**src/sv/wuws_pkg.sv**
```systemverilog
// Shared types, codes and constants of the weighted unit work scheduler.
`default_nettype none

package wuws_pkg;

    localparam int WUWS_MAX_JOBS = 64;
    localparam int WUWS_PENALTY_W = 38;

    // Command codes carried in the func field
    localparam logic [1:0] FUNC_ARRIVE = 2'd0;
    localparam logic [1:0] FUNC_TICK   = 2'd1;
    localparam logic [1:0] FUNC_FINISH = 2'd2;

    typedef struct packed {
        logic [1:0]  func;
        logic [15:0] work_units;
        logic [15:0] weight;
    } req_t;

    typedef struct packed {
        logic                      served;
        logic [15:0]               served_weight;
        logic                      dropped;
        logic [WUWS_PENALTY_W-1:0] penalty_total;
    } rsp_t;

    // Weight above units, so a plain compare orders by weight then units
    typedef struct packed {
        logic [15:0] weight;
        logic [15:0] units;
    } key_t;

    typedef enum logic [1:0] {
        OP_HOLD,
        OP_INSERT,
        OP_POP,
        OP_SERVE
    } cell_op_t;

    typedef struct packed {
        cell_op_t op;
        key_t     new_key;
        key_t     head_key;
    } cell_ctl_t;

    typedef enum logic [1:0] {
        ST_IDLE,
        ST_DRAIN,
        ST_REPORT
    } state_t;

endpackage

`default_nettype wire

```
**src/sv/wuws_cell.sv**
```systemverilog
// One cell of the sorted job chain: holds a single job entry.
`default_nettype none

module wuws_cell (
    input  wire logic              clk,
    input  wire logic              rst_n,
    input  wire wuws_pkg::cell_ctl_t ctl,
    input  wire wuws_pkg::key_t    left_key,
    input  wire logic              left_valid,
    input  wire logic              left_gb,
    input  wire wuws_pkg::key_t    right_key,
    input  wire logic              right_valid,
    input  wire logic              right_eq,
    output wuws_pkg::key_t         key,
    output logic                   valid,
    output logic                   gb,
    output logic                   eq
);
    import wuws_pkg::*;

    key_t key_reg;
    key_t key_next;
    logic valid_reg;
    logic valid_next;

    // New job belongs in front of this entry
    assign gb = !valid_reg || (ctl.new_key > key_reg);
    // Entry matches the head of the chain
    assign eq = valid_reg && (key_reg == ctl.head_key);

    always_comb
    begin
        key_next   = key_reg;
        valid_next = valid_reg;
        case (ctl.op)
            OP_INSERT:
            begin
                if (left_gb)
                begin
                    key_next   = left_key;
                    valid_next = left_valid;
                end
                else if (gb)
                begin
                    key_next   = ctl.new_key;
                    valid_next = 1'b1;
                end
            end
            OP_POP:
            begin
                key_next   = right_key;
                valid_next = right_valid;
            end
            OP_SERVE:
            begin
                // Decrement the last of the run equal to the head, keeping order
                if (eq && !right_eq)
                begin
                    key_next.units = key_reg.units - 16'd1;
                end
            end
            default:
            begin
                key_next   = key_reg;
                valid_next = valid_reg;
            end
        endcase
    end

    always_ff @(posedge clk or negedge rst_n)
    begin
        if (!rst_n)
        begin
            valid_reg <= 1'b0;
        end
        else
        begin
            valid_reg <= valid_next;
        end
    end

    always_ff @(posedge clk)
    begin
        key_reg <= key_next;
    end

    assign key   = key_reg;
    assign valid = valid_reg;

endmodule

`default_nettype wire

```
**config.mk**
```make
export PLATFORM = sky130hd
export DESIGN_NAME = wuws_cell
export DESIGN_NICKNAME = d
export VERILOG_FILES = /design/src/sv/wuws_pkg.sv /design/src/sv/wuws_cell.sv
export SDC_FILE = /design/constraint.sdc
export NUM_CORES = 1
export LEC_CHECK = 0
export BUFFER_PORTS_ARGS = -buffer_cell sky130_fd_sc_hd__buf_2
export CORE_MARGIN = 4
export CORE_UTILIZATION = 47
export DETAILED_ROUTE_END_ITERATION = 8
export GPL_TIMING_DRIVEN = 1
export PLACE_DENSITY = 0.83
export SYNTH_ARGS = -nofsm -noshare
export SYNTH_HDL_FRONTEND = slang
export SYNTH_SLANG_ARGS = --single-unit
```
**constraint.sdc**
```tcl
create_clock -name clk -period 3.6 [get_ports clk]
set_input_delay 0.9 -clock clk [delete_from_list [all_inputs] [get_ports clk]]
set_output_delay 0.9 -clock clk [all_outputs]
set_load 0.03 [all_outputs]
```
==> impl_metrics.env, run 1 <==
export IMPL_cts_hold_fix_bufs=0
export IMPL_synthTopCellsByArea="edfxtp_1 29%, ha_1 14%, mux2i_1 9.7%"
export IMPL_critical_path_slowest_cell="or4_4"
export IMPL_first_global_vias=3564
export IMPL_groute_usage_overall=0.2522
export IMPL_hp_class="input pin to asynchronous set/reset pin"
export IMPL_drc_errors=0
export IMPL_power_internal_mw=0.8839
export IMPL_setup_worst_path_class="input pin to output port"
export IMPL_floorplan_die_area_um2=8415
export IMPL_syn_nets=528
export IMPL_row_count=30
export IMPL_firstDrtPassIters=4
export IMPL_maximum_number_of_pins_on_one_net_before_global_route_repair=32
export IMPL_dieWidth_um=91.74
export IMPL_timing_hold_violations_final=0
export IMPL_antennaDiodeCount=0
export IMPL_global_route_wire_length_before_repair_um=16940
export IMPL_share_seq_of_total_power=0.361
export IMPL_worst_slew_margin_rel=0.5062
export IMPL_endpoint="gb"
export IMPL_adder_cell_fraction_of_synth_area=0.1367
export IMPL_dominant_combinational_cell_family_by_area_after_synthesis="simple AND/OR/NAND/NOR gates"
export IMPL_layout_common_cells="166 x buf_2, 40 x nand2_1, 39 x inv_1"
export IMPL_timing_critical_path_from_type="input pin"
export IMPL_wl_per_cell_um=17.40
export IMPL_syn_area_um2=3296
export IMPL_synth_cell_types=45
export IMPL_detail_route_vias_per_cell=5.345
export IMPL_htree_num_levels=2
export IMPL_max_cap_viol_count=0
export IMPL_power_density_nw_per_um2=308.3
export IMPL_mostFrequentLayoutCell="buf_2"
export IMPL_start_util=0.4851
export IMPL_globalRoute_totalOverflow=0
export IMPL_compound_gate_portion_of_the_synthesized_area=0.1272
export IMPL_finalCritPeriodShare=0.9882
export IMPL_synth_simple_area_share=0.1587
export IMPL_area_growth_synth_to_final_pct=39.83
export IMPL_synth_largest_type_area_fraction=0.2916
export IMPL_async_reset_ff_frac=0.03030
export IMPL_setup_worst_path_end_class="output port"
export IMPL_numClockSinks=33
export IMPL_reg2reg_slack_ns=0.68
export IMPL_design_portCount=171
export IMPL_fin_total_pwr_mw=1.421
export IMPL_p_switching_mw=0.5369
export IMPL_place_detailed_hpwl_um=8831
export IMPL_core_area_um2=6794
export IMPL_cts_path_max_buffers=2
export IMPL_status="complete, no violations"
export IMPL_leakagePower_nw=2.219
export IMPL_final_antenna_net_count=0
export IMPL_clock_latency_ns=0.29
export IMPL_post_placement_cell_area_um2=4358
export IMPL_timing_critical_path_from="ctl[42]"
export IMPL_crit_reg2reg_capture="key[10]"
export IMPL_tritoncts="built"
export IMPL_detailroute_via_count=3378
export IMPL_largest_reg_flops=32
export IMPL_drive_above_1_share=0.4067
export IMPL_ys_seq_elements=33
export IMPL_power_combinational_fraction=0.442
export IMPL_initial_antenna_violation_count=0
export IMPL_post_synth_edffs=32
export IMPL_avg_synthesized_cell_area_um2=9.257
export IMPL_synth_seq_area_share=0.2992
export IMPL_gpl_final_weighted_congestion=0.8415
export IMPL_max_freq_ghz=0.2811
export IMPL_worst_slew_pin_slew_ns=0.7407
export IMPL_fin_setup_tns_ns=0
export IMPL_routed_wl_um=11000
export IMPL_cp_cell_sequence="buf_2 -> ha_1 -> nand4_1 -> or4_4 -> a41o_1 -> o31a_2 -> or2_4 -> buf_6"
export IMPL_worstPathRequired_ns=2.70
export IMPL_cts_root_buf="clkbuf_8"
export IMPL_cp_arrival_ns=2.66
export IMPL_p_clk_frac=0.196
export IMPL_clkSlewWorstSetupHoldPaths_ns=0.07
export IMPL_final_max_slew_viol_count=0
export IMPL_synth_mux_area_frac=0.09719
export IMPL_cell_area_after_layout_um2=4608
export IMPL_period_minus_slack_ns=3.558
export IMPL_nets=707
export IMPL_total_cts_buffers=5
export IMPL_synthFlopType="edfxtp_1"
export IMPL_drtIter0Drc=132
export IMPL_vdd_drop_max_v=0.0001924
export IMPL_rr_worst_depth=10
export IMPL_synth_top_cell_by_area="edfxtp_1"
export IMPL_post_synth_xor_area_fraction=0.1196
export IMPL_power_switching_fraction=0.3779
export IMPL_netlist_instances=356
export IMPL_max_stage_delay_ns=0.48
export IMPL_final_hold_slack_ns=0.3763
export IMPL_floorplan_die_height_um=91.74
export IMPL_setup_viol_count_final=0
export IMPL_timing_rr_start="key[3]"
export IMPL_yosys_warnings=0
export IMPL_portBuffers=170
export IMPL_cp_max_fo=3
export IMPL_fin_skew_ns=0.01059
-- metrics by stage --
stage                     instances  worst slack [ns]    util
after global placement          624           -0.1388  0.6414
final                           632           0.04246  0.6783
after floorplan                 356            0.1248       -
after detailed placement        624           -0.2013  0.6414
after CTS                       632          0.001107  0.6634
after global routing            632         -0.005064  0.6783
-- power groups by stage --
stage / combinational [mW] / sequential (mW) / clock [mW]
6_report: 0.628 / 0.514 / 0.279
5_1_grt: 0.685 / 0.519 / 0.301
4_1_cts: 0.607 / 0.513 / 0.283
3_5_place_dp: 0.584 / 0.522 / 0
3_3_place_gp: 0.568 / 0.519 / 0
2_1_floorplan: 0.263 / 0.600 / 0
-- Yosys cell counts (2+ instances only) --
| cell type | count |
|---|---|
| ha_1 | 36 |
| or4_4 | 2 |
| nand4_2 | 2 |
| nor3_1 | 4 |
| nor4_1 | 8 |
| o221ai_1 | 14 |
| nor2_1 | 13 |
| edfxtp_1 | 32 |
| mux2i_1 | 32 |
| nand2_1 | 40 |
| nand4_1 | 6 |
| o21ai_0 | 21 |
| clkbuf_1 | 10 |
| inv_1 | 39 |
| a21oi_1 | 12 |
| and4_1 | 2 |
| nand3_1 | 7 |
| nor3_2 | 2 |
| xnor2_1 | 13 |
| a221oi_1 | 2 |
| xor2_1 | 32 |
| buf_1 | 3 |
| o22ai_1 | 2 |
-- logic make-up (layout without fill, tap and decap cells) --
logic type / Yosys count / count (layout)
flops: 33 / 33
fa+ha+maj: 36 / 36
compound gates: 63 / 63
mux: 32 / 32
buf+inv: 53 / 233
simple gates: 94 / 94
xor+xnor: 45 / 45
-- worst min-delay path by stage --
stage	from	to	slack (ns)	cells past startpoint
after floorplan	rst_n	valid	0.60	0
after global placement	rst_n	valid	0.68	1
after detailed placement	rst_n	valid	0.68	1
after CTS	rst_n	valid	0.37	1
after global routing	rst_n	valid	0.36	1
final	rst_n	valid	0.38	1
-- worst max-delay path, delay by kind of cell --
kind | cells | cell delay, ns
AOI/OAI and AO/OA | 2 | 0.30
and+or+nand+nor | 3 | 0.90
buffers and inverters | 2 | 0.25
adders and majority gates | 1 | 0.30
-- area by class of cell --
type	count	area, um^2
clock buffers	7	76.32
inverters	39	146.4
flip-flops and latches	33	985.9
clock inverters	1	5.005
well taps	96	120.1
multi-input cells	270	2253
fillers	565	2186
repair buffers	186	1021
-- routing by layer --
metal / track usage / wire length [um]
met3: 0.05824 / 928
met5: 0 / 0
met1: 0.3166 / 4595
met2: 0.4309 / 5321
met4: 0.07426 / 152
-- repair_timing --
| action | 4_1_cts | 5_1_grt |
|---|---|---|
| buffers inserted | 0 | 0 |
| gates cloned | 0 | 0 |
| setup endpoints to repair | 1 | 1 |
| gates resized for setup | 10 | 12 |
| pin swaps | 6 | 2 |
(Power assumes the default switching activity.)
==> run 2, diff against run 1 <==
==> config.mk (replaced) <==
export PLATFORM = sky130hd
export DESIGN_NAME = wuws_cell
export DESIGN_NICKNAME = d
export VERILOG_FILES = /design/src/sv/wuws_pkg.sv /design/src/sv/wuws_cell.sv
export SDC_FILE = /design/constraint.sdc
export NUM_CORES = 1
export LEC_CHECK = 0
export CORE_MARGIN = 4
export CORE_UTILIZATION = 55
export DETAILED_ROUTE_END_ITERATION = 8
export DONT_BUFFER_PORTS = 1
export GPL_TIMING_DRIVEN = 1
export PLACE_DENSITY = 0.7
export RECOVER_POWER = 100
export SYNTH_ARGS = -nofsm -noshare
export SYNTH_HDL_FRONTEND = slang
export SYNTH_SLANG_ARGS = --single-unit
==> impl_metrics.env, run 2 (synthesis gave the netlist of run 1 again) <==
export IMPL_worstPathRequired_ns=2.70
export IMPL_numClockSinks=33
export IMPL_initial_antenna_violation_count=0
export IMPL_fin_total_pwr_mw=1.312
export IMPL_cell_area_after_layout_um2=3540
export IMPL_post_placement_cell_area_um2=3497
export IMPL_tritoncts="built"
export IMPL_drc_errors=0
export IMPL_utilization=0.6274
export IMPL_global_route_wire_length_before_repair_um=14950
export IMPL_worst_slew_pin_slew_ns=2.084
export IMPL_setup_viol_count_final=0
export IMPL_fin_skew_ns=0.006521
export IMPL_clkSlewWorstSetupHoldPaths_ns=0.07
export IMPL_fin_setup_tns_ns=0
export IMPL_nets=543
export IMPL_power_density_nw_per_um2=370.6
export IMPL_timing_hold_violations_final=0
export IMPL_layout_cells_non_filler=444
export IMPL_layout_common_cells="40 x nand2_1, 39 x inv_1, 36 x ha_1"
export IMPL_post_place_cells=436
export IMPL_final_max_slew_viol_count=52
export IMPL_cp_arrival_ns=2.63
export IMPL_setup_worst_path_class="input pin to output port"
export IMPL_groute_usage_overall=0.2644
export IMPL_firstDrtPassIters=5
export IMPL_status="complete, but fails checks"
export IMPL_rr_worst_depth=9
export IMPL_reg2reg_slack_ns=0.48
export IMPL_setup_worst_path_end_class="output port"
export IMPL_place_detailed_hpwl_um=7868
export IMPL_max_cap_viol_count=1
export IMPL_fill_cells=499
export IMPL_floorplan_die_height_um=85.41
export IMPL_max_freq_ghz=0.2836
export IMPL_leakagePower_nw=1.510
export IMPL_htree_num_levels=2
export IMPL_largest_reg_flops=32
export IMPL_detailroute_via_count=2736
export IMPL_mostFrequentLayoutCell="nand2_1"
export IMPL_portBuffers=0
export IMPL_timing_critical_path_from_type="input pin"
export IMPL_area_growth_synth_to_final_pct=7.403
export IMPL_final_hold_slack_ns=0.3008
export IMPL_worst_slew_margin_rel=-0.3894
export IMPL_globalRoute_totalOverflow=0
export IMPL_drtIter0Drc=145
export IMPL_first_global_vias=2976
export IMPL_antennaDiodeCount=0
export IMPL_total_cts_buffers=5
export IMPL_cts_path_max_buffers=2
export IMPL_detail_route_vias_per_cell=6.162
export IMPL_core_area_um2=5642
export IMPL_final_critical_path_setup_slack_ns=0.07444
export IMPL_failed_checks="capacitance limit, slew limit"
export IMPL_period_minus_slack_ns=3.526
export IMPL_floorplan_die_area_um2=7295
export IMPL_dieWidth_um=85.41
export IMPL_start_util=0.5842
export IMPL_timing_rr_start="key[4]"
export IMPL_routed_wl_um=9622
export IMPL_clock_latency_ns=0.29
export IMPL_finalCritPeriodShare=0.9793
export IMPL_maximum_number_of_pins_on_one_net_before_global_route_repair=52
export IMPL_hp_class="input pin to asynchronous set/reset pin"
export IMPL_setup_repair_after_global_routing_missed_its_margin="no"
export IMPL_place_worst_setup_slack_ns=0.01132
export IMPL_row_count=27
export IMPL_cp_max_fo=4
export IMPL_cts_hold_fix_bufs=0
export IMPL_final_antenna_net_count=0
export IMPL_drive_above_1_share=0.06989
export IMPL_wl_per_cell_um=21.67
export IMPL_crit_reg2reg_capture="key[1]"
export IMPL_vdd_drop_max_v=0.0002569
export IMPL_design_portCount=171
export IMPL_gpl_final_weighted_congestion=0.8530
export IMPL_cts_root_buf="clkbuf_8"
-- run 2: cell types whose count changed in the layout (fill, tap and decap cells not counted), sizes merged --
cell | before | now
buf | 186 | 4
clkinvlp | 0 | 1
clkbuf | 7 | 23
bufinv | 0 | 1
-- run 2: repair_timing --
action,CTS,global route
gates resized for setup,0,1
setup buffers,0,0
endpoints found under the setup margin,0,1
-- run 2: critical path: stages --
cell	delay, ns
ha_1	0.30
nand4_2	0.17
or4_4	0.58
a41o_1	0.25
o31a_2	0.12
or2_4	0.30
-- run 2: power breakdown --
group	internal (mW)	leakage [nW]	switching, mW
logic	0.159	1.14	0.258
registers	0.476	0.322	0.0665
clock network	0.204	0.0518	0.148
total	0.839	1.51	0.473
-- run 2: routing by layer --
layer,track usage,wire (um),vias up
li1,-,-,1326
met3,0.08641,1087,7
met2,0.4583,4630,144
met5,0,0,-
met1,0.3223,3816,1259
met4,0.04892,88,0
-- run 2: worst max-delay path by stage --
stage          startpoint  end  slack (ns)  depth (start not counted)
5_1_grt           ctl[46]   gb        0.01                          6
3_3_place_gp      ctl[46]   gb        0.07                          6
3_5_place_dp      ctl[46]   gb        0.01                          6
2_1_floorplan     ctl[46]   gb        0.12                          6
4_1_cts           ctl[46]   gb       0.008                          6
6_report          ctl[46]   gb        0.07                          6
-- run 2: area by class of cell --
class,instances,area [um^2],area share
multi-input combinational,270,2110,0.5960
sequential,33,985.9,0.2785
inverter,39,146.4,0.04136
timing repair buffer,22,97.59,0.02757
tap,72,90.09,0.02545
clock buffer,5,68.82,0.01944
clock inverter,3,41.29,0.01166
