`src/sv/wuws_pkg.sv`:
```
// Shared types, codes and constants of the weighted unit work scheduler.
`default_nettype none

package wuws_pkg;

    localparam int WUWS_MAX_JOBS = 64;
    localparam int WUWS_PENALTY_W = 38;

    // Command codes carried in the func field
    localparam logic [1:0] FUNC_ARRIVE = 2'd0;
    localparam logic [1:0] FUNC_TICK   = 2'd1;
    localparam logic [1:0] FUNC_FINISH = 2'd2;

    typedef struct packed {
        logic [1:0]  func;
        logic [15:0] work_units;
        logic [15:0] weight;
    } req_t;

    typedef struct packed {
        logic                      served;
        logic [15:0]               served_weight;
        logic                      dropped;
        logic [WUWS_PENALTY_W-1:0] penalty_total;
    } rsp_t;

    // Weight above units, so a plain compare orders by weight then units
    typedef struct packed {
        logic [15:0] weight;
        logic [15:0] units;
    } key_t;

    typedef enum logic [1:0] {
        OP_HOLD,
        OP_INSERT,
        OP_POP,
        OP_SERVE
    } cell_op_t;

    typedef struct packed {
        cell_op_t op;
        key_t     new_key;
        key_t     head_key;
    } cell_ctl_t;

    typedef enum logic [1:0] {
        ST_IDLE,
        ST_DRAIN,
        ST_REPORT
    } state_t;

endpackage

`default_nettype wire

```
`src/sv/wuws_penalty_acc.sv`:
```
// Penalty accumulator: registered weight-by-units product and saturating sum.
`default_nettype none

module wuws_penalty_acc (
    input  wire logic                             clk,
    input  wire logic                             rst_n,
    input  wire logic                             clear,
    input  wire logic                             take,
    input  wire wuws_pkg::key_t                   head_key,
    output logic [wuws_pkg::WUWS_PENALTY_W-1:0]   total
);
    import wuws_pkg::*;

    logic [31:0]               prod_reg;
    logic [31:0]               prod_next;
    logic                      prod_vld_reg;
    logic                      prod_vld_next;
    logic [WUWS_PENALTY_W-1:0] acc_reg;
    logic [WUWS_PENALTY_W-1:0] acc_next;
    logic [WUWS_PENALTY_W:0]   sum;

    assign sum = {1'b0, acc_reg} + {{(WUWS_PENALTY_W - 31){1'b0}}, prod_reg};

    always_comb
    begin
        prod_next     = prod_reg;
        prod_vld_next = take;
        if (take)
        begin
            prod_next = 32'(head_key.weight) * 32'(head_key.units);
        end
        if (clear)
        begin
            acc_next = '0;
        end
        else if (prod_vld_reg)
        begin
            // Saturate at the top of the range
            acc_next = sum[WUWS_PENALTY_W] ? '1 : sum[WUWS_PENALTY_W-1:0];
        end
        else
        begin
            acc_next = acc_reg;
        end
    end

    always_ff @(posedge clk or negedge rst_n)
    begin
        if (!rst_n)
        begin
            prod_vld_reg <= 1'b0;
            acc_reg      <= '0;
        end
        else
        begin
            prod_vld_reg <= prod_vld_next;
            acc_reg      <= acc_next;
        end
    end

    always_ff @(posedge clk)
    begin
        prod_reg <= prod_next;
    end

    assign total = acc_reg;

endmodule

`default_nettype wire

```
`config.mk`:
```
export PLATFORM = sky130hd
export DESIGN_NAME = wuws_penalty_acc
export DESIGN_NICKNAME = d
export VERILOG_FILES = /design/src/sv/wuws_pkg.sv /design/src/sv/wuws_penalty_acc.sv
export SDC_FILE = /design/constraint.sdc
export NUM_CORES = 1
export LEC_CHECK = 0
export ABC_AREA = 1
export CAP_MARGIN = 20
export CORE_AREA = 2 2 206 208
export CTS_BUF_LIST = sky130_fd_sc_hd__clkbuf_4 sky130_fd_sc_hd__clkbuf_8 sky130_fd_sc_hd__clkbuf_16
export CTS_CLUSTER_SIZE = 24
export DETAILED_ROUTE_END_ITERATION = 10
export DIE_AREA = 0 0 208 210
export DONT_BUFFER_PORTS = 1
export GPL_ROUTABILITY_DRIVEN = 0
export SLEW_MARGIN = 20
export SYNTH_ARGS = -nofsm -noshare
export SYNTH_HDL_FRONTEND = slang
export SYNTH_SLANG_ARGS = --single-unit
```
`constraint.sdc`:
```
create_clock -name clk -period 2.5 [get_ports clk]
set_clock_uncertainty 0.1 [all_clocks]
set_input_delay 0.625 -clock clk [delete_from_list [all_inputs] [get_ports clk]]
set_output_delay 0.625 -clock clk [all_outputs]
set_load 0.01 [all_outputs]
```
==> out/results.ini, run 1 <==
[cts]
clk_transition_reported_paths_ns=0.06
clk_latency_ns=0.34
cts_buffer_depth=2
htreeDepth=3
cts-root-buf=clkbuf_16
cts_sinks=71
cts_tree=yes
cts_buffers=9

[synthesis]
synth_ff_type=dfrtp_1
synth_top_family_by_area=adder cells
yosysTopAreaCell=fa_1
synth_edf_count=32
ys_seq_area_share_pct=13.52
syn_inst=2050
synth_cell_types=34
synth_area_mm2=0.01433
yosysMostFrequentCell=nand2_1
synthAdderAreaFrac_pct=39.12
synth-compound-area-share_pct=4.331
yosys.area_share.simple_pct=24.72
ys.warnings.count=0
synth_common_cells=690 x nand2_1, 519 x inv_1, 195 x fa_1
syn_avg_cell_area_um2=6.990
yosys_register_bits=71
synth_xor_area_share_pct=2.445
synthTopCellsByArea=fa_1 27%, nand2_1 18%, inv_1 14%
synth_top_area_share_pct=27.24
async_flop_share_pct=54.93
synth.area.mux_share_pct=0
synth_nets=2417

[critical_path]
cpMaxStageDelayCell=fa_2
cp_top_family=adder cells
path_class=input port to register
path_cells=nand2_4, inv_2, fa_1, inv_2, fa_1, inv_2, fa_2, fa_2, fa_1, fa_2, ha_4, nand2_4, nor2_4, inv_2, nor2_2, nand4_1, nand3_2, a21oi_2, xor2_1
cp_max_fo=16
crit_path_end_kind=register
crit_path_frequent_cell=inv_2
arrival_ns=5.06
critPathBufInv=4
startpoint_type=input port
cpPeakStageDelay_ns=0.57
crit_required_ns=2.49

[die]
die_area_mm2=0.04368
start_util_pct=34.55
die_h_um=210
rows=75
chipWidth_um=208
pin_count=74
core_mm2=0.04148

[routing]
viasPerCell=4.706
firstDrtPassIters=6
drc=0
drt-wirelength-per-cell_um=15.33
ant_nets=0
routed_wl_mm=40.81
dr.first_iter.drc_count=851
via_count=12530

[place]
dp_hpwl_mm=33.51
pre_cts_slack_ns=-2.966
dpl.cell_count=2632
port_buffers=0

[job]
drv_cap=0

[finish]
antenna_cells=0
area_delta_synth_final_pct=20.01
largest_reg_flops=38
drive_gt1_share_pct=17.33
layout.cells.non_filler=2662
nets=2485
final_util_pct=41.46

[timing]
fin_ws_ns=-2.567
max_freq_mhz=197.3
slew_headroom_pct=71.65
setup-violations-final=28
min_period_ns=5.067
hold_violations=0
fin_crit_sh_pct=202.7
tightest_slew_ns=0.4253
slew_viol_final=0
rsz0062_at_grt=true

[grt]
grt_pass1_vias=13030
grt_max_degree=40
grt_pass1_wl_mm=66.76
grt_usage_pct=18.88
antenna_found_initial=0
overflow=0

[run_status]
outcome=finished with violations
violations=negative setup slack

[hold_path]
hp-class=input port to asynchronous set/reset pin

final timing paths:
check                        startpoint            to  slack [ns]  cells after the start
max in group asynchronous         rst_n     total[29]        2.07                      1
max                        head_key[19]  prod_reg[30]       -2.57                     19
min in group clk                   take  prod_vld_reg        0.25                      0
max reg2reg                   total[20]     total[36]        0.13                     14
min reg2reg                    total[1]      total[1]        0.48                      2
min                               rst_n      total[1]        0.02                      1
layout make-up:
cell class              count  area (um2)
clock inverters             7       72.57
flip-flops and latches     71        1937
repair buffers            132        1110
inverters                 524        1974
multi-input cells        1380       11200
clock buffers               9       225.2
well taps                 539       674.4
fillers                  4170       24280
placed cells by master (no fill, tap or decap), drive strengths merged:
cell type  Yosys  routed
clkinv         0       4
nor4           2       2
a221oi         1       1
xnor2          8       8
nand3         74      74
a21o           5       5
dfrtp         39      39
bufinv         0       1
ha           136     136
and2           1       1
nor2          93      93
a31oi          1       1
o211ai         1       1
buf            6     132
o21ai         40      40
nand4         13      13
a21boi         3       3
o21bai         7       7
a21oi         57      57
clkbuf        69       9
edfxtp        32      32
fa           195     195
nand2        691     691
xor2          32      32
nor3          17      17
clkinvlp       0       1
inv          524     525
or2            3       3
metrics by stage:
| step | hold slack [ns] | setup TNS, ns | area [um2] |
|---|---|---|---|
| after global placement | 0.2310 | -70.31 | 16010 |
| after detailed placement | 0.2311 | -71.20 | 16010 |
| after CTS | 0.03721 | -59.48 | 16750 |
| final | 0.02484 | -59.69 | 17200 |
| after floorplan | 0.2294 | -69.80 | 15250 |
| after global routing | 0.04132 | -63.48 | 17200 |
logic make-up after synthesis:
| kind of cell | count (synthesis) |
|---|---|
| flops | 71 |
| simple gates | 894 |
| fa+ha+maj | 331 |
| buf+inv | 599 |
| xor+xnor | 40 |
| compound gates | 115 |
metal layers:
metal | wire length, um | global-route usage [%] | vias to the layer above | part of all wire [%]
met4 | 1216 | 5.698 | 0 | 3.0
met1 | 18700 | 25.97 | 5923 | 46
met5 | 0 | 0 | - | 0
li1 | - | - | 6145 | -
met3 | 1974 | 1.728 | 83 | 4.8
met2 | 18920 | 31.65 | 376 | 46
repair_timing:
| action | 4_1_cts | 5_1_grt |
|---|---|---|
| gates resized for setup | 100 | 108 |
| setup buffers | 6 | 7 |
| pin swaps | 61 | 56 |
| setup endpoints to repair | 28 | 56 |
| hold endpoints to repair | 39 | 0 |
| hold buffers | 1 | 0 |
Power of run 1 is not shown: default switching activity piles up to over one toggle a cycle in this logic, so the estimate is an artifact.
==> run 2: changes to the inputs <==
REMOVE_ABC_BUFFERS = 1   (was not set)
SKIP_LAST_GASP = 1   (was not set)
==> out/results.ini, run 2 (synthesized netlist as in run 1, its figures left out) <==
[run_status]
outcome=finished with violations
violations=negative setup slack

[cts]
cts_buffers=9
cts_buffer_depth=2
clk_transition_reported_paths_ns=0.06
clk_latency_ns=0.35
cts_sinks=71
htreeDepth=3
cts-root-buf=clkbuf_16
cts_tree=yes

[finish]
final_common_cell=nand2_1
design_area_mm2=0.01718
drive_gt1_share_pct=16.74
antenna_cells=0
nets=2494
largest_reg_flops=38
mostFrequentLayoutCells=646 x nand2_1, 481 x inv_1, 187 x fa_1, 122 x buf_4, 109 x ha_1
area_delta_synth_final_pct=19.85

[critical_path]
arrival_ns=5.09
startpoint_type=input port
cpMaxStageDelayCell=fa_1
crit_path_end_kind=register
worst-r2r-cell-count=12
path_class=input port to register
crit_path_frequent_cell=fa_1
cp_top_family=adder cells
critPathBufInv=5
cp_max_fo=16
crit_required_ns=2.50
rrSetupSlack_ns=0.12
r2r_start=total[15]
cpPeakStageDelay_ns=0.54
r2r_end=total[37]
path_cells=nand2_8, fa_1, inv_1, fa_1, inv_2, fa_1, inv_2, fa_1, fa_1, inv_1, fa_1, inv_2, ha_4, a21o_1, a21oi_2, nor2_1, nor2_1, nor2_1, nor2_1, nand2_1, xor2_1

[place]
dpl_cell_area_mm2=0.01564
port_buffers=0
pre_cts_slack_ns=-3.226
dp_hpwl_mm=33.07

[grt]
grt_pass1_vias=13190
antenna_found_initial=0
overflow=0
grt_pass1_wl_mm=67.66
grt_usage_pct=19.08
grt_max_degree=40

[routing]
ant_nets=0
dr.first_iter.drc_count=843
via_count=12510
drt-wirelength-per-cell_um=15.22
routed_wl_mm=40.65
firstDrtPassIters=5
drc=0
viasPerCell=4.682

[timing]
tightest_slew_ns=0.4214
setup-violations-final=28
min_period_ns=5.090
slew_viol_final=0
rsz0062_at_grt=true
fin_ws_ns=-2.590
hold_violations=0
fin_crit_sh_pct=203.6
max_freq_mhz=196.4
slew_headroom_pct=71.91

[die]
rows=75
start_util_pct=34.55
chipWidth_um=208
die_area_mm2=0.04368
core_mm2=0.04148
die_h_um=210
pin_count=74

[job]
drv_cap=0

[hold_path]
hp-class=input port to asynchronous set/reset pin

[run 2: changes by cell type in the layout (fill, tap and decap cells not counted), sizes merged]
cell | previous run | this run
clkbuf | 9 | 10
clkinv | 4 | 2
clkinvlp | 1 | 2
buf | 132 | 141
[run 2: worst max path at each step]
stage,startpoint,to,slack [ns],depth (start not counted)
3_5_place_dp,head_key[30],prod_reg[26],-3.23,17
3_3_place_gp,head_key[30],prod_reg[30],-3.14,19
5_1_grt,head_key[7],prod_reg[29],-2.75,21
2_1_floorplan,head_key[7],prod_reg[30],-2.85,21
4_1_cts,head_key[7],prod_reg[29],-2.56,21
6_report,head_key[7],prod_reg[29],-2.59,21
[run 2: layer usage]
| layer | vias up | share of wire, % | track usage (%) |
|---|---|---|---|
| met5 | - | 0 | 0 |
| met4 | 0 | 1.9 | 4.402 |
| met3 | 50 | 5.3 | 2.250 |
| met2 | 327 | 48 | 32.57 |
| met1 | 5977 | 45 | 25.96 |
| li1 | 6152 | - | - |
[run 2: layout make-up]
type / count / area, um2
Clock buffer: 10 / 239.0
Clock inverter: 6 / 67.56
Fill cell: 4269 / 24300
Inverter: 524 / 1984
Multi-Input combinational cell: 1380 / 11100
Sequential cell: 71 / 1937
Tap cell: 539 / 674.4
Timing Repair Buffer: 141 / 1172
[run 2: what timing repair did]
item                                   in CTS  in global routing
cloned                                      0                  0
gates resized for setup                   179                 93
buffers inserted                           10                 12
setup endpoints to repair                  31                 65
endpoints found under the hold margin      39                  0
hold buffers                                1                  0
pin swaps                                  82                 71
[run 2: worst register-to-register path: cells and delay by family, from the launching register on]
kind                       cells  cell delay, ns
adders and majority gates      1            0.40
DFF                            1            0.43
and+or+nand+nor               11            1.32
[run 2: metrics by stage]
step	setup TNS [ns]	instances	utilization (%)	hold WS, ns
6_report	-60.45	2671	41.41	0.007218
2_1_floorplan	-66.82	1975	-	0.2294
3_5_place_dp	-76.37	2636	37.71	0.2314
4_1_cts	-59.46	2662	40.36	0.01290
5_1_grt	-64.67	2671	41.41	0.01258
3_3_place_gp	-75.02	2636	37.71	0.2314
Power of run 2 is left out for the same reason.
==> run 3: changes to the inputs <==
clock period = 4.15 ns   (was 2.5 ns; I/O delays follow)
==> out/results.ini, run 3 (synthesized netlist as in run 1, its figures left out) <==
[run_status]
outcome=finished with violations
violations=negative setup slack

[cts]
hold_buffers=0
htreeDepth=3
clk_latency_ns=0.34
cts_tree=yes
clk_transition_reported_paths_ns=0.06
cts_sinks=71
cts-root-buf=clkbuf_16
cts_buffers=9
cts_buffer_depth=2

[finish]
largest_reg_flops=38
nets=2450
area_delta_synth_final_pct=15.11
drive_gt1_share_pct=12.36
design_area_mm2=0.01649
n_fill_cell=4257
mostFrequentLayoutCells=656 x nand2_1, 495 x inv_1, 192 x fa_1, 120 x ha_1, 83 x buf_4
final_common_cell=nand2_1
layout.cells.non_filler=2627
antenna_cells=0

[timing]
hold_violations=0
tightest_slew_ns=0.8247
max_freq_mhz=179.6
fin_ws_ns=-1.419
slew_headroom_pct=44.96
fin_crit_sh_pct=134.2
slew_viol_final=0
rsz0062_at_grt=true
min_period_ns=5.569
final.setup.tns_ns=-28.47
setup-violations-final=25
whs_ns=0.2856

[grt]
grt_usage_pct=18.45
grt_pass1_wl_mm=65.40
overflow=0
grt_pass1_vias=12720
antenna_found_initial=0
grt_max_degree=40

[critical_path]
cpMaxStageDelayCell=fa_1
crit_required_ns=4.14
crit_path_frequent_cell=fa_1
crit_path_end_kind=register
cp_max_fo=16
arrival_ns=5.56
path_class=input port to register
startpoint_type=input port
cpPeakStageDelay_ns=0.56
path_cells=nand2_1, inv_2, fa_1, inv_2, fa_2, fa_1, inv_1, fa_1, fa_1, inv_1, fa_1, inv_2, ha_4, nand2_2, nor2_2, inv_1, nor2_4, nand4_1, nand3_2, a21oi_1, xor2_1
critPathBufInv=6
path_depth=21
cp_top_family=adder cells
worst-r2r-cell-count=14

[routing]
ant_nets=0
drc=0
via_count=12300
firstDrtPassIters=5
routed_wl_mm=39.09
dr.first_iter.drc_count=804
viasPerCell=4.682
drt-wirelength-per-cell_um=14.88

[job]
drv_cap=0

[hold_path]
hp-class=input port to asynchronous set/reset pin

[place]
dp_hpwl_mm=32.43
port_buffers=0
dpl.cell_count=2601
dpl_cell_area_mm2=0.01535

[die]
core_mm2=0.04148
rows=75
start_util_pct=34.55
die_area_mm2=0.04368
chipWidth_um=208
die_h_um=210
pin_count=74

[run 3: cell types whose count changed in the layout (fill, tap and decap cells not counted), moves of 5 or more]
| cell | before | now |
|---|---|---|
| nand2_8 | 7 | 2 |
| inv_4 | 7 | 2 |
| ha_4 | 22 | 15 |
| fa_1 | 187 | 192 |
| buf_4 | 122 | 83 |
| a21oi_1 | 33 | 42 |
| ha_1 | 109 | 120 |
| inv_1 | 481 | 495 |
| fa_2 | 8 | 3 |
| a21oi_2 | 21 | 12 |
| nand2_1 | 646 | 656 |
| inv_2 | 36 | 27 |
[run 3: metrics by stage]
stage	worst slack [ns]	utilization (%)
5_1_grt	-1.567	39.77
6_report	-1.419	39.77
3_3_place_gp	-1.921	37.02
2_1_floorplan	-1.613	-
3_5_place_dp	-1.967	37.02
4_1_cts	-1.372	39.25
[run 3: final timing paths]
path / slack (ns) / endpoint / startpoint
setup / recovery: -1.42 / prod_reg[30] / head_key[25]
hold / removal: 0.29 / total[22] / rst_n
setup reg to reg: 0.97 / total[17] / total[0]
hold reg to reg: 0.50 / total[6] / total[6]
max in group asynchronous: 3.57 / total[37] / rst_n
min in group clk: 0.50 / total[6] / total[6]
[run 3: worst register-to-register path, delay by kind of cell (launching register included)]
kind	cells	cell delay (ns)
and+or+nand+nor	9	1.39
adders and majority gates	2	0.45
DFF	1	0.47
buffers and inverters	3	0.66
[run 3: final cells by class]
class / count / area (um2) / share of cell area [%]
Clock buffer: 10 / 232.7 / 1.411
Clock inverter: 6 / 93.84 / 0.5689
Inverter: 524 / 1972 / 11.95
Multi-Input combinational cell: 1380 / 10800 / 65.50
Sequential cell: 71 / 1937 / 11.74
Tap cell: 539 / 674.4 / 4.089
Timing Repair Buffer: 97 / 780.7 / 4.733
[run 3: metal layers]
metal | part of all wire (%) | vias to the layer above | GRT usage, %
met4 | 2.0 | 0 | 4.671
met5 | 0 | - | 0
met1 | 46 | 5844 | 24.90
li1 | - | 6056 | -
met2 | 47 | 346 | 31.57
met3 | 5.0 | 54 | 2.116
[run 3: what timing repair did]
| action | 4_1_cts | 5_1_grt |
|---|---|---|
| resized for setup | 131 | 56 |
| pin swaps | 83 | 62 |
| endpoints found under the setup margin | 25 | 26 |
| setup buffers | 6 | 6 |
Power of run 3 is left out for the same reason.
